File: src/rtl/cbp_pkg.sv
// shared types, constants and width-mode decoding for the coefficient bit packer
`default_nettype none
package cbp_pkg;

  localparam int unsigned COEF_W     = 11;
  localparam int unsigned MAX_GROUP  = 8;
  localparam int unsigned GROUP_BITS = COEF_W * MAX_GROUP;
  localparam int unsigned FILL_W     = $clog2(MAX_GROUP);
  localparam int unsigned OFF_W      = $clog2(GROUP_BITS);
  localparam int unsigned NBYTES_W   = 4;
  localparam int unsigned FIFO_DEPTH = 2;
  localparam int unsigned FIFO_PTR_W = $clog2(FIFO_DEPTH);
  localparam int unsigned FIFO_CNT_W = $clog2(FIFO_DEPTH + 1);

  typedef enum logic [1:0] {
    MODE_D4  = 2'd0,
    MODE_D5  = 2'd1,
    MODE_D10 = 2'd2,
    MODE_D11 = 2'd3
  } width_mode_e;

  localparam width_mode_e MODE_RESET = MODE_D11;

  typedef struct packed {
    logic [GROUP_BITS-1:0] bits;
    logic [NBYTES_W-1:0]   nbytes;
  } group_t;

  typedef struct packed {
    logic   valid;
    group_t grp;
  } push_t;

  typedef struct packed {
    logic full;
    logic empty;
  } fifo_status_t;

  function automatic logic [COEF_W-1:0] coef_mask(width_mode_e mode);
    logic [COEF_W-1:0] m;
    unique case (mode)
      MODE_D4:  m = 11'h00F;
      MODE_D5:  m = 11'h01F;
      MODE_D10: m = 11'h3FF;
      default:  m = 11'h7FF;
    endcase
    return m;
  endfunction

  function automatic logic [FILL_W-1:0] last_slot(width_mode_e mode);
    logic [FILL_W-1:0] s;
    if (mode == MODE_D10) begin
      s = FILL_W'(MAX_GROUP / 2 - 1);
    end else begin
      s = FILL_W'(MAX_GROUP - 1);
    end
    return s;
  endfunction

  function automatic logic [NBYTES_W-1:0] burst_len(width_mode_e mode);
    logic [NBYTES_W-1:0] n;
    unique case (mode)
      MODE_D4:  n = 4'd4;
      MODE_D5:  n = 4'd5;
      MODE_D10: n = 4'd5;
      default:  n = 4'd11;
    endcase
    return n;
  endfunction

  function automatic logic [OFF_W-1:0] slot_offset(width_mode_e mode, logic [FILL_W-1:0] slot);
    logic [OFF_W-1:0] s;
    logic [OFF_W-1:0] o;
    s = OFF_W'(slot);
    unique case (mode)
      MODE_D4:  o = s << 2;
      MODE_D5:  o = (s << 2) + s;
      MODE_D10: o = (s << 3) + (s << 1);
      default:  o = (s << 3) + (s << 1) + s;
    endcase
    return o;
  endfunction

endpackage
`default_nettype wire

File: src/rtl/cbp_front.sv
// front end: takes coefficients, assembles packed groups, pushes full groups to the queue
`default_nettype none
module cbp_front (
  input  wire logic                        clk_i,
  input  wire logic                        rst_ni,
  input  wire logic                        cfg_we_i,
  input  wire logic [1:0]                  cfg_wdata_i,
  input  wire logic                        in_valid_i,
  output logic                             in_ready_o,
  input  wire logic [cbp_pkg::COEF_W-1:0]  coef_i,
  input  wire logic                        last_i,
  input  wire cbp_pkg::fifo_status_t       fifo_status_i,
  output cbp_pkg::push_t                   push_o
);

  cbp_pkg::width_mode_e                mode_q;
  logic [cbp_pkg::FILL_W-1:0]          fill_q, fill_d;
  logic [cbp_pkg::GROUP_BITS-1:0]      packed_q, packed_d;
  logic [cbp_pkg::OFF_W-1:0]           offset;
  logic                                accept;
  logic                                slot_last;

  assign in_ready_o = !fifo_status_i.full;
  assign accept     = in_valid_i && in_ready_o;
  assign offset     = cbp_pkg::slot_offset(mode_q, fill_q);
  assign slot_last  = (fill_q == cbp_pkg::last_slot(mode_q));

  always_comb begin
    packed_d = packed_q;
    packed_d[offset +: cbp_pkg::COEF_W] = coef_i & cbp_pkg::coef_mask(mode_q);
    if (slot_last || last_i) begin
      fill_d = '0;
    end else begin
      fill_d = fill_q + 1'b1;
    end
  end

  always_ff @(posedge clk_i or negedge rst_ni) begin
    if (!rst_ni) begin
      mode_q <= cbp_pkg::MODE_RESET;
      fill_q <= '0;
    end else if (cfg_we_i) begin
      mode_q <= cbp_pkg::width_mode_e'(cfg_wdata_i);
      fill_q <= '0;
    end else if (accept) begin
      fill_q <= fill_d;
    end
  end

  always_ff @(posedge clk_i) begin
    if (accept) begin
      packed_q <= packed_d;
    end
  end

  assign push_o.valid      = accept && slot_last;
  assign push_o.grp.bits   = packed_d;
  assign push_o.grp.nbytes = cbp_pkg::burst_len(mode_q);

endmodule
`default_nettype wire

File: src/rtl/cbp_fifo.sv
// short register queue of packed groups between front and back
`default_nettype none
module cbp_fifo (
  input  wire logic                   clk_i,
  input  wire logic                   rst_ni,
  input  wire cbp_pkg::push_t         push_i,
  input  wire logic                   pop_i,
  output cbp_pkg::group_t             head_o,
  output cbp_pkg::fifo_status_t       status_o
);

  cbp_pkg::group_t                    mem_q [cbp_pkg::FIFO_DEPTH];
  logic [cbp_pkg::FIFO_PTR_W-1:0]     wr_ptr_q, rd_ptr_q;
  logic [cbp_pkg::FIFO_CNT_W-1:0]     cnt_q;
  logic                               do_push, do_pop;

  assign status_o.full  = (cnt_q == cbp_pkg::FIFO_CNT_W'(cbp_pkg::FIFO_DEPTH));
  assign status_o.empty = (cnt_q == '0);
  assign do_push        = push_i.valid && !status_o.full;
  assign do_pop         = pop_i && !status_o.empty;
  assign head_o         = mem_q[rd_ptr_q];

  always_ff @(posedge clk_i or negedge rst_ni) begin
    if (!rst_ni) begin
      wr_ptr_q <= '0;
      rd_ptr_q <= '0;
      cnt_q    <= '0;
    end else begin
      if (do_push) begin
        wr_ptr_q <= wr_ptr_q + 1'b1;
      end
      if (do_pop) begin
        rd_ptr_q <= rd_ptr_q + 1'b1;
      end
      unique case ({do_push, do_pop})
        2'b10:   cnt_q <= cnt_q + 1'b1;
        2'b01:   cnt_q <= cnt_q - 1'b1;
        default: cnt_q <= cnt_q;
      endcase
    end
  end

  always_ff @(posedge clk_i) begin
    if (do_push) begin
      mem_q[wr_ptr_q] <= push_i.grp;
    end
  end

endmodule
`default_nettype wire

File: src/rtl/cbp_back.sv
// back end: serializes one packed group per burst onto the byte stream
`default_nettype none
module cbp_back (
  input  wire logic                    clk_i,
  input  wire logic                    rst_ni,
  input  wire cbp_pkg::group_t         head_i,
  input  wire cbp_pkg::fifo_status_t   fifo_status_i,
  output logic                         pop_o,
  output logic                         out_valid_o,
  input  wire logic                    out_ready_i,
  output logic [7:0]                   out_byte_o,
  output logic                         out_last_o
);

  logic [cbp_pkg::GROUP_BITS-1:0]  shift_q;
  logic [cbp_pkg::NBYTES_W-1:0]    cnt_q;
  logic                            busy_q;
  logic                            last_byte;
  logic                            out_fire;

  assign last_byte   = (cnt_q == cbp_pkg::NBYTES_W'(1));
  assign out_fire    = busy_q && out_ready_i;
  assign pop_o       = !fifo_status_i.empty && (!busy_q || (out_fire && last_byte));
  assign out_valid_o = busy_q;
  assign out_byte_o  = shift_q[7:0];
  assign out_last_o  = last_byte;

  always_ff @(posedge clk_i or negedge rst_ni) begin
    if (!rst_ni) begin
      busy_q <= 1'b0;
      cnt_q  <= '0;
    end else if (pop_o) begin
      busy_q <= 1'b1;
      cnt_q  <= head_i.nbytes;
    end else if (out_fire) begin
      if (last_byte) begin
        busy_q <= 1'b0;
      end
      cnt_q <= cnt_q - 1'b1;
    end
  end

  always_ff @(posedge clk_i) begin
    if (pop_o) begin
      shift_q <= head_i.bits;
    end else if (out_fire) begin
      shift_q <= shift_q >> 8;
    end
  end

endmodule
`default_nettype wire

File: src/rtl/coefficient_bit_packer_core.sv
// top level of the coefficient bit packer (ML-KEM ByteEncode_d)
//
// input stream: one coefficient per request; tdata[10:0] holds the coefficient,
// tlast marks the last coefficient of a polynomial and drops an unfinished group.
// output stream: one packed byte per request, LSB-first bitstream; tlast is high
// on the last byte of each group burst (4, 5, 5 or 11 bytes for d = 4, 5, 10, 11).
// cfg_we_i writes width_mode (0:d=4, 1:d=5, 2:d=10, 3:d=11) and clears the
// partial group; write only while idle.
// the front takes one coefficient per cycle into a group register while the queue
// is not full; a full group goes through a two-entry queue to the back, which sends
// one byte per cycle while the receiver is ready. with the back end idle, a completed
// group is written into the queue and then into the back's shift register, which
// presents its first byte. the single byte port sets the sustained rate at d=11 and
// d=10; at d=4 and d=5 the input side sets it at one coefficient per cycle.
// when the receiver stalls, the queue fills and s_axis_tready drops.
// reset: width_mode returns to 3 (d=11), group count and queue are cleared.
`default_nettype none
module coefficient_bit_packer_core (
  input  wire logic        clk_i,
  input  wire logic        rst_ni,
  input  wire logic        cfg_we_i,
  input  wire logic [1:0]  cfg_wdata_i,
  input  wire logic        s_axis_tvalid,
  output logic             s_axis_tready,
  input  wire logic [15:0] s_axis_tdata,   // [10:0] coefficient, [15:11] zero
  input  wire logic        s_axis_tlast,
  output logic             m_axis_tvalid,
  input  wire logic        m_axis_tready,
  output logic [7:0]       m_axis_tdata,   // [7:0] packed_byte
  output logic             m_axis_tlast
);

  cbp_pkg::push_t        push;
  cbp_pkg::group_t       head;
  cbp_pkg::fifo_status_t fifo_status;
  logic                  pop;

  cbp_front u_front (
    .clk_i         (clk_i),
    .rst_ni        (rst_ni),
    .cfg_we_i      (cfg_we_i),
    .cfg_wdata_i   (cfg_wdata_i),
    .in_valid_i    (s_axis_tvalid),
    .in_ready_o    (s_axis_tready),
    .coef_i        (s_axis_tdata[cbp_pkg::COEF_W-1:0]),
    .last_i        (s_axis_tlast),
    .fifo_status_i (fifo_status),
    .push_o        (push)
  );

  cbp_fifo u_fifo (
    .clk_i    (clk_i),
    .rst_ni   (rst_ni),
    .push_i   (push),
    .pop_i    (pop),
    .head_o   (head),
    .status_o (fifo_status)
  );

  cbp_back u_back (
    .clk_i         (clk_i),
    .rst_ni        (rst_ni),
    .head_i        (head),
    .fifo_status_i (fifo_status),
    .pop_o         (pop),
    .out_valid_o   (m_axis_tvalid),
    .out_ready_i   (m_axis_tready),
    .out_byte_o    (m_axis_tdata),
    .out_last_o    (m_axis_tlast)
  );

`ifndef NO_ASSERTIONS
  a_push_not_full: assert property (@(posedge clk_i) disable iff (!rst_ni)
    push.valid |-> !fifo_status.full)
    else $error("group pushed into full queue");

  a_pop_not_empty: assert property (@(posedge clk_i) disable iff (!rst_ni)
    pop |-> !fifo_status.empty)
    else $error("group popped from empty queue");

  a_push_on_accept: assert property (@(posedge clk_i) disable iff (!rst_ni)
    push.valid |-> (s_axis_tvalid && s_axis_tready))
    else $error("group pushed without an input request");

  a_pop_loads_output: assert property (@(posedge clk_i) disable iff (!rst_ni)
    pop |=> m_axis_tvalid)
    else $error("popped group not presented on output");
`endif

endmodule
`default_nettype wire

File: config.mk
export PLATFORM = sky130hd
export DESIGN_NAME = coefficient_bit_packer_core
export DESIGN_NICKNAME = d
export VERILOG_FILES = /design/src/rtl/cbp_pkg.sv /design/src/rtl/cbp_front.sv /design/src/rtl/cbp_fifo.sv /design/src/rtl/cbp_back.sv /design/src/rtl/coefficient_bit_packer_core.sv
export SDC_FILE = /design/constraint.sdc
export NUM_CORES = 1
export LEC_CHECK = 0
export BUFFER_PORTS_ARGS = -buffer_cell sky130_fd_sc_hd__clkbuf_2
export CELL_PAD_IN_SITES_DETAIL_PLACEMENT = 1
export CELL_PAD_IN_SITES_GLOBAL_PLACEMENT = 1
export CORE_AREA = 2 2 257 132
export CTS_CLUSTER_DIAMETER = 50
export CTS_CLUSTER_SIZE = 8
export DETAILED_ROUTE_END_ITERATION = 6
export DIE_AREA = 0 0 259 134
export GPL_ROUTABILITY_DRIVEN = 0
export PLACE_DENSITY = 0.85
export SLEW_MARGIN = 10
export SYNTH_ARGS = -nofsm -noshare
export SYNTH_HDL_FRONTEND = slang
export SYNTH_SLANG_ARGS = --single-unit
export TNS_END_PERCENT = 20
File: constraint.sdc
create_clock -name clk_i -period 9.6 [get_ports clk_i]
set_input_delay 0.96 -clock clk_i [delete_from_list [all_inputs] [get_ports clk_i]]
set_output_delay 0.96 -clock clk_i [all_outputs]
set_load 0.005 [all_outputs]
==> metrics.log <==
INFO  metric grt-ovfl-total = 0
INFO  metric area_delta_synth_final = 11.0%
INFO  metric pre_cts_setup_slack = 3750 ps
INFO  metric buffer_ports.inserted = 29
INFO  metric detail-route-antenna-nets = 0
INFO  metric max_cap_violations = 0
INFO  metric cts.repair_timing.setup_buffer_count = 0
INFO  metric detail_route.wirelength = 50200 µm
INFO  metric syn-instance-count = 1279
INFO  metric worstPathCellList = and2_1, clkinv_1, ha_1, inv_1, a2111oi_4, and4_1, buf_4, nor2_1, nand2_1, o41ai_1
INFO  metric core.rowCount = 47
INFO  metric grt_pass1_wl = 75500 µm
INFO  metric final-hold-violation-count = 0
INFO  metric synth_seq_area_share = 65.3%
INFO  metric final_cell_mix = sky130_fd_sc_hd__edfxtp_1 (358), sky130_fd_sc_hd__nor2_1 (133), sky130_fd_sc_hd__a21oi_1 (116)
INFO  metric gr-max-usage-layer = met2
INFO  metric post_synth_num_cell_types = 72
INFO  metric cts_resized = 0
INFO  metric setup_tns = 0 ps
INFO  metric max-clock-path-buffers = 3
INFO  metric clock_latency = 580 ps
INFO  metric max_freq = 160 MHz
INFO  metric layoutNonFillerInstCount = 1742
INFO  metric use_met1 = 40.1%
INFO  metric power_per_cell_area = 271 nW/µm²
INFO  metric critPathMaxFanout = 42
INFO  metric clock_tree.root_cell = sky130_fd_sc_hd__clkbuf_16
INFO  metric initial_core_util = 52.3%
INFO  metric floorplan.core_area = 32500 µm²
INFO  metric synth_flop_cell = sky130_fd_sc_hd__edfxtp_1
INFO  metric drt_first_pass_iters = 7
INFO  metric total_via_count_in_the_routed_design = 11600
INFO  metric vias_per_cell = 6.67
INFO  metric design.die.area = 34700 µm²
INFO  metric die_x = 259 µm
INFO  metric worst_setup_skew_after_layout = 16.6 ps
INFO  metric synthesis.nets = 1314
INFO  metric setup_failing_eps_final = 0
INFO  metric path_class = reg2reg
INFO  metric cp-end-kind = register
INFO  metric synth-seq-cells = 372
INFO  metric final_layout_size_suffix_gt1_share = 15.1%
INFO  metric run_status = complete, but fails checks
INFO  metric slew_viols_final = 0
INFO  metric insertedDiodeCount = 0
INFO  metric gr-usage-all-layers = 29.2%
INFO  metric cts_tree = done
INFO  metric slew-limit-headroom = 20.3%
INFO  metric worst_pin_slew = 1190 ps
INFO  metric cts-htree-levels = 2
INFO  metric holdBufCountCts = 0
INFO  metric placed_cells = 1680
INFO  metric fin_total_pwr = 5120 µW
INFO  metric vdd_ir_max = 0.000172 V
INFO  metric grt_use_met3 = 9.64%
INFO  metric average_wire_length_per_cell_after_detail_routing = 28.8 µm
INFO  metric period_minus_slack = 6270 ps
INFO  metric grt_antenna_before_repair = 0
INFO  metric dp_hpwl = 30300 µm
INFO  metric ys_async_sr_fraction = 3.76%
INFO  metric synth_area_per_inst = 13.3 µm²
INFO  metric grt_max_degree = 88
INFO  metric layout_setup_ws = 3330 ps
INFO  metric ys_warn_count = 0
INFO  metric first_iter_violations = 1344
INFO  metric worst_path_largest_cell_delay = 1030 ps
INFO  metric cp_data_required_time = 9840 ps
INFO  metric fin_nets = 1328
INFO  metric boundaryPins = 35
INFO  metric cts.sink_count = 372
INFO  metric synth_enable_flop_cells = 358
INFO  metric netlist_area = 17000 µm²
INFO  metric grt_use_met2 = 45.1%
INFO  metric mostFrequentLayoutCell = sky130_fd_sc_hd__edfxtp_1
INFO  metric number_of_global_route_vias_before_repair = 12100
INFO  metric cts_inserted_buffers = 52
INFO  metric grt_setup_unrepaired = false
INFO  metric fill_cells = 3144
INFO  metric critPathLaunchType = register
INFO  metric final.hold.worst_slack = 300 ps
INFO  metric clk_pin_slew = 60 ps
INFO  metric min_period_over_period = 65.3%
INFO  metric total_leakage_power = 0.00644 µW
INFO  metric worst_path_max_delay_cell = sky130_fd_sc_hd__o41ai_1
INFO  metric failed_checks = DRC
INFO  metric drt_drc_violations_left = 3
INFO  metric die_height = 134 µm
INFO  metric worst_ep_arrival_time = 6510 ps
INFO  metric holdCritPathClass = in2async
==> cell usage after synthesis (14+ instances only) <==
library cell / n / area, µm²
sky130_fd_sc_hd__edfxtp_1: 358 / 10800
sky130_fd_sc_hd__nor2_1: 134 / 503
sky130_fd_sc_hd__a21oi_1: 116 / 581
sky130_fd_sc_hd__mux2i_1: 111 / 1110
sky130_fd_sc_hd__nand2_1: 74 / 278
sky130_fd_sc_hd__mux2_2: 69 / 777
sky130_fd_sc_hd__clkbuf_1: 47 / 176
sky130_fd_sc_hd__nand3_1: 41 / 205
sky130_fd_sc_hd__o21ai_0: 37 / 185
sky130_fd_sc_hd__o22ai_1: 23 / 144
sky130_fd_sc_hd__inv_1: 17 / 63.8
sky130_fd_sc_hd__nor3_1: 16 / 80.1
sky130_fd_sc_hd__buf_2: 15 / 75.1
sky130_fd_sc_hd__o211ai_1: 14 / 105
==> worst max-delay path, delay by kind of cell, from the launching register on <==
family / cells / cell delay (ps)
AOI/OAI and AO/OA: 2 / 1150
adders and majority gates: 1 / 400
buffers and inverters: 3 / 1000
DFF: 1 / 810
and+or+nand+nor: 4 / 2550
==> sequential cells by signal, indices dropped and copies added, names as in the netlist <==
signal / count
u_back.cnt_q: 4
u_back.out_valid_o: 1
u_back.shift_q: 88
u_fifo.cnt_q: 2
u_fifo.mem_q: 182
u_fifo.rd_ptr_q: 1
u_fifo.wr_ptr_q: 1
u_front.fill_q: 3
u_front.mode_q: 2
u_front.packed_q: 88
==> path summary, 6_finish.rpt <==
path / from / to / slack (ps) / depth (start not counted)
min reg2reg: u_back.cnt_q[3]$_DFFE_PN0P_ / u_back.cnt_q[3]$_DFFE_PN0P_ / 560 / 2
max: u_front.mode_q[0]$_DFFE_PN1P_ / u_fifo.mem_q[0][21]$_DFFE_PP_ / 3330 / 10
max reg2reg: u_front.mode_q[0]$_DFFE_PN1P_ / u_fifo.mem_q[0][21]$_DFFE_PP_ / 3330 / 10
min in group clk_i: u_back.cnt_q[3]$_DFFE_PN0P_ / u_back.cnt_q[3]$_DFFE_PN0P_ / 560 / 2
max in group asynchronous: rst_ni / u_front.mode_q[0]$_DFFE_PN1P_ / 8980 / 1
min: rst_ni / u_fifo.cnt_q[1]$_DFFE_PN0P_ / 300 / 1
==> report_power, final <==
group	switching, µW	internal, µW
registers	107	2120
clock network	677	1000
logic	850	369
==> cell type report <==
type                            count  area, µm²  area share, %
Clock buffer                       60       1350           7.17
Clock inverter                      2       50.0          0.265
Inverter                           20       82.6          0.437
Multi-Input combinational cell    800       5450           28.9
Sequential cell                   372      11100           58.8
Tap cell                          441        552           2.92
Timing Repair Buffer               47        280           1.48
==> metrics by stage <==
stage,instance area [µm²],util (%)
final,18900,58.0
after global routing,18900,58.0
after CTS,18900,58.0
after detailed placement,17500,53.7
after global placement,17500,53.7
after floorplan,17000,-
==> cell families (layout without fill, tap and decap cells) <==
| group | Yosys count | after routing | synth area share (%) |
|---|---|---|---|
| AOI/OAI and AO/OA | 274 | 274 | 10.3 |
| buffers and inverters | 107 | 129 | 2.86 |
| muxes | 187 | 187 | 11.8 |
| and+or+nand+nor | 315 | 315 | 8.27 |
| adders and majority gates | 11 | 11 | 0.854 |
| DFF | 372 | 372 | 65.3 |
| xor gates and xnor gates | 13 | 13 | 0.670 |
==> layer usage <==
layer	up-vias	wire, µm
met1	5942	20800
met2	668	22800
met4	0	1020
li1	4895	-
met3	116	5580
met5	-	0
Note: power is estimated with default switching activity, not from simulation.
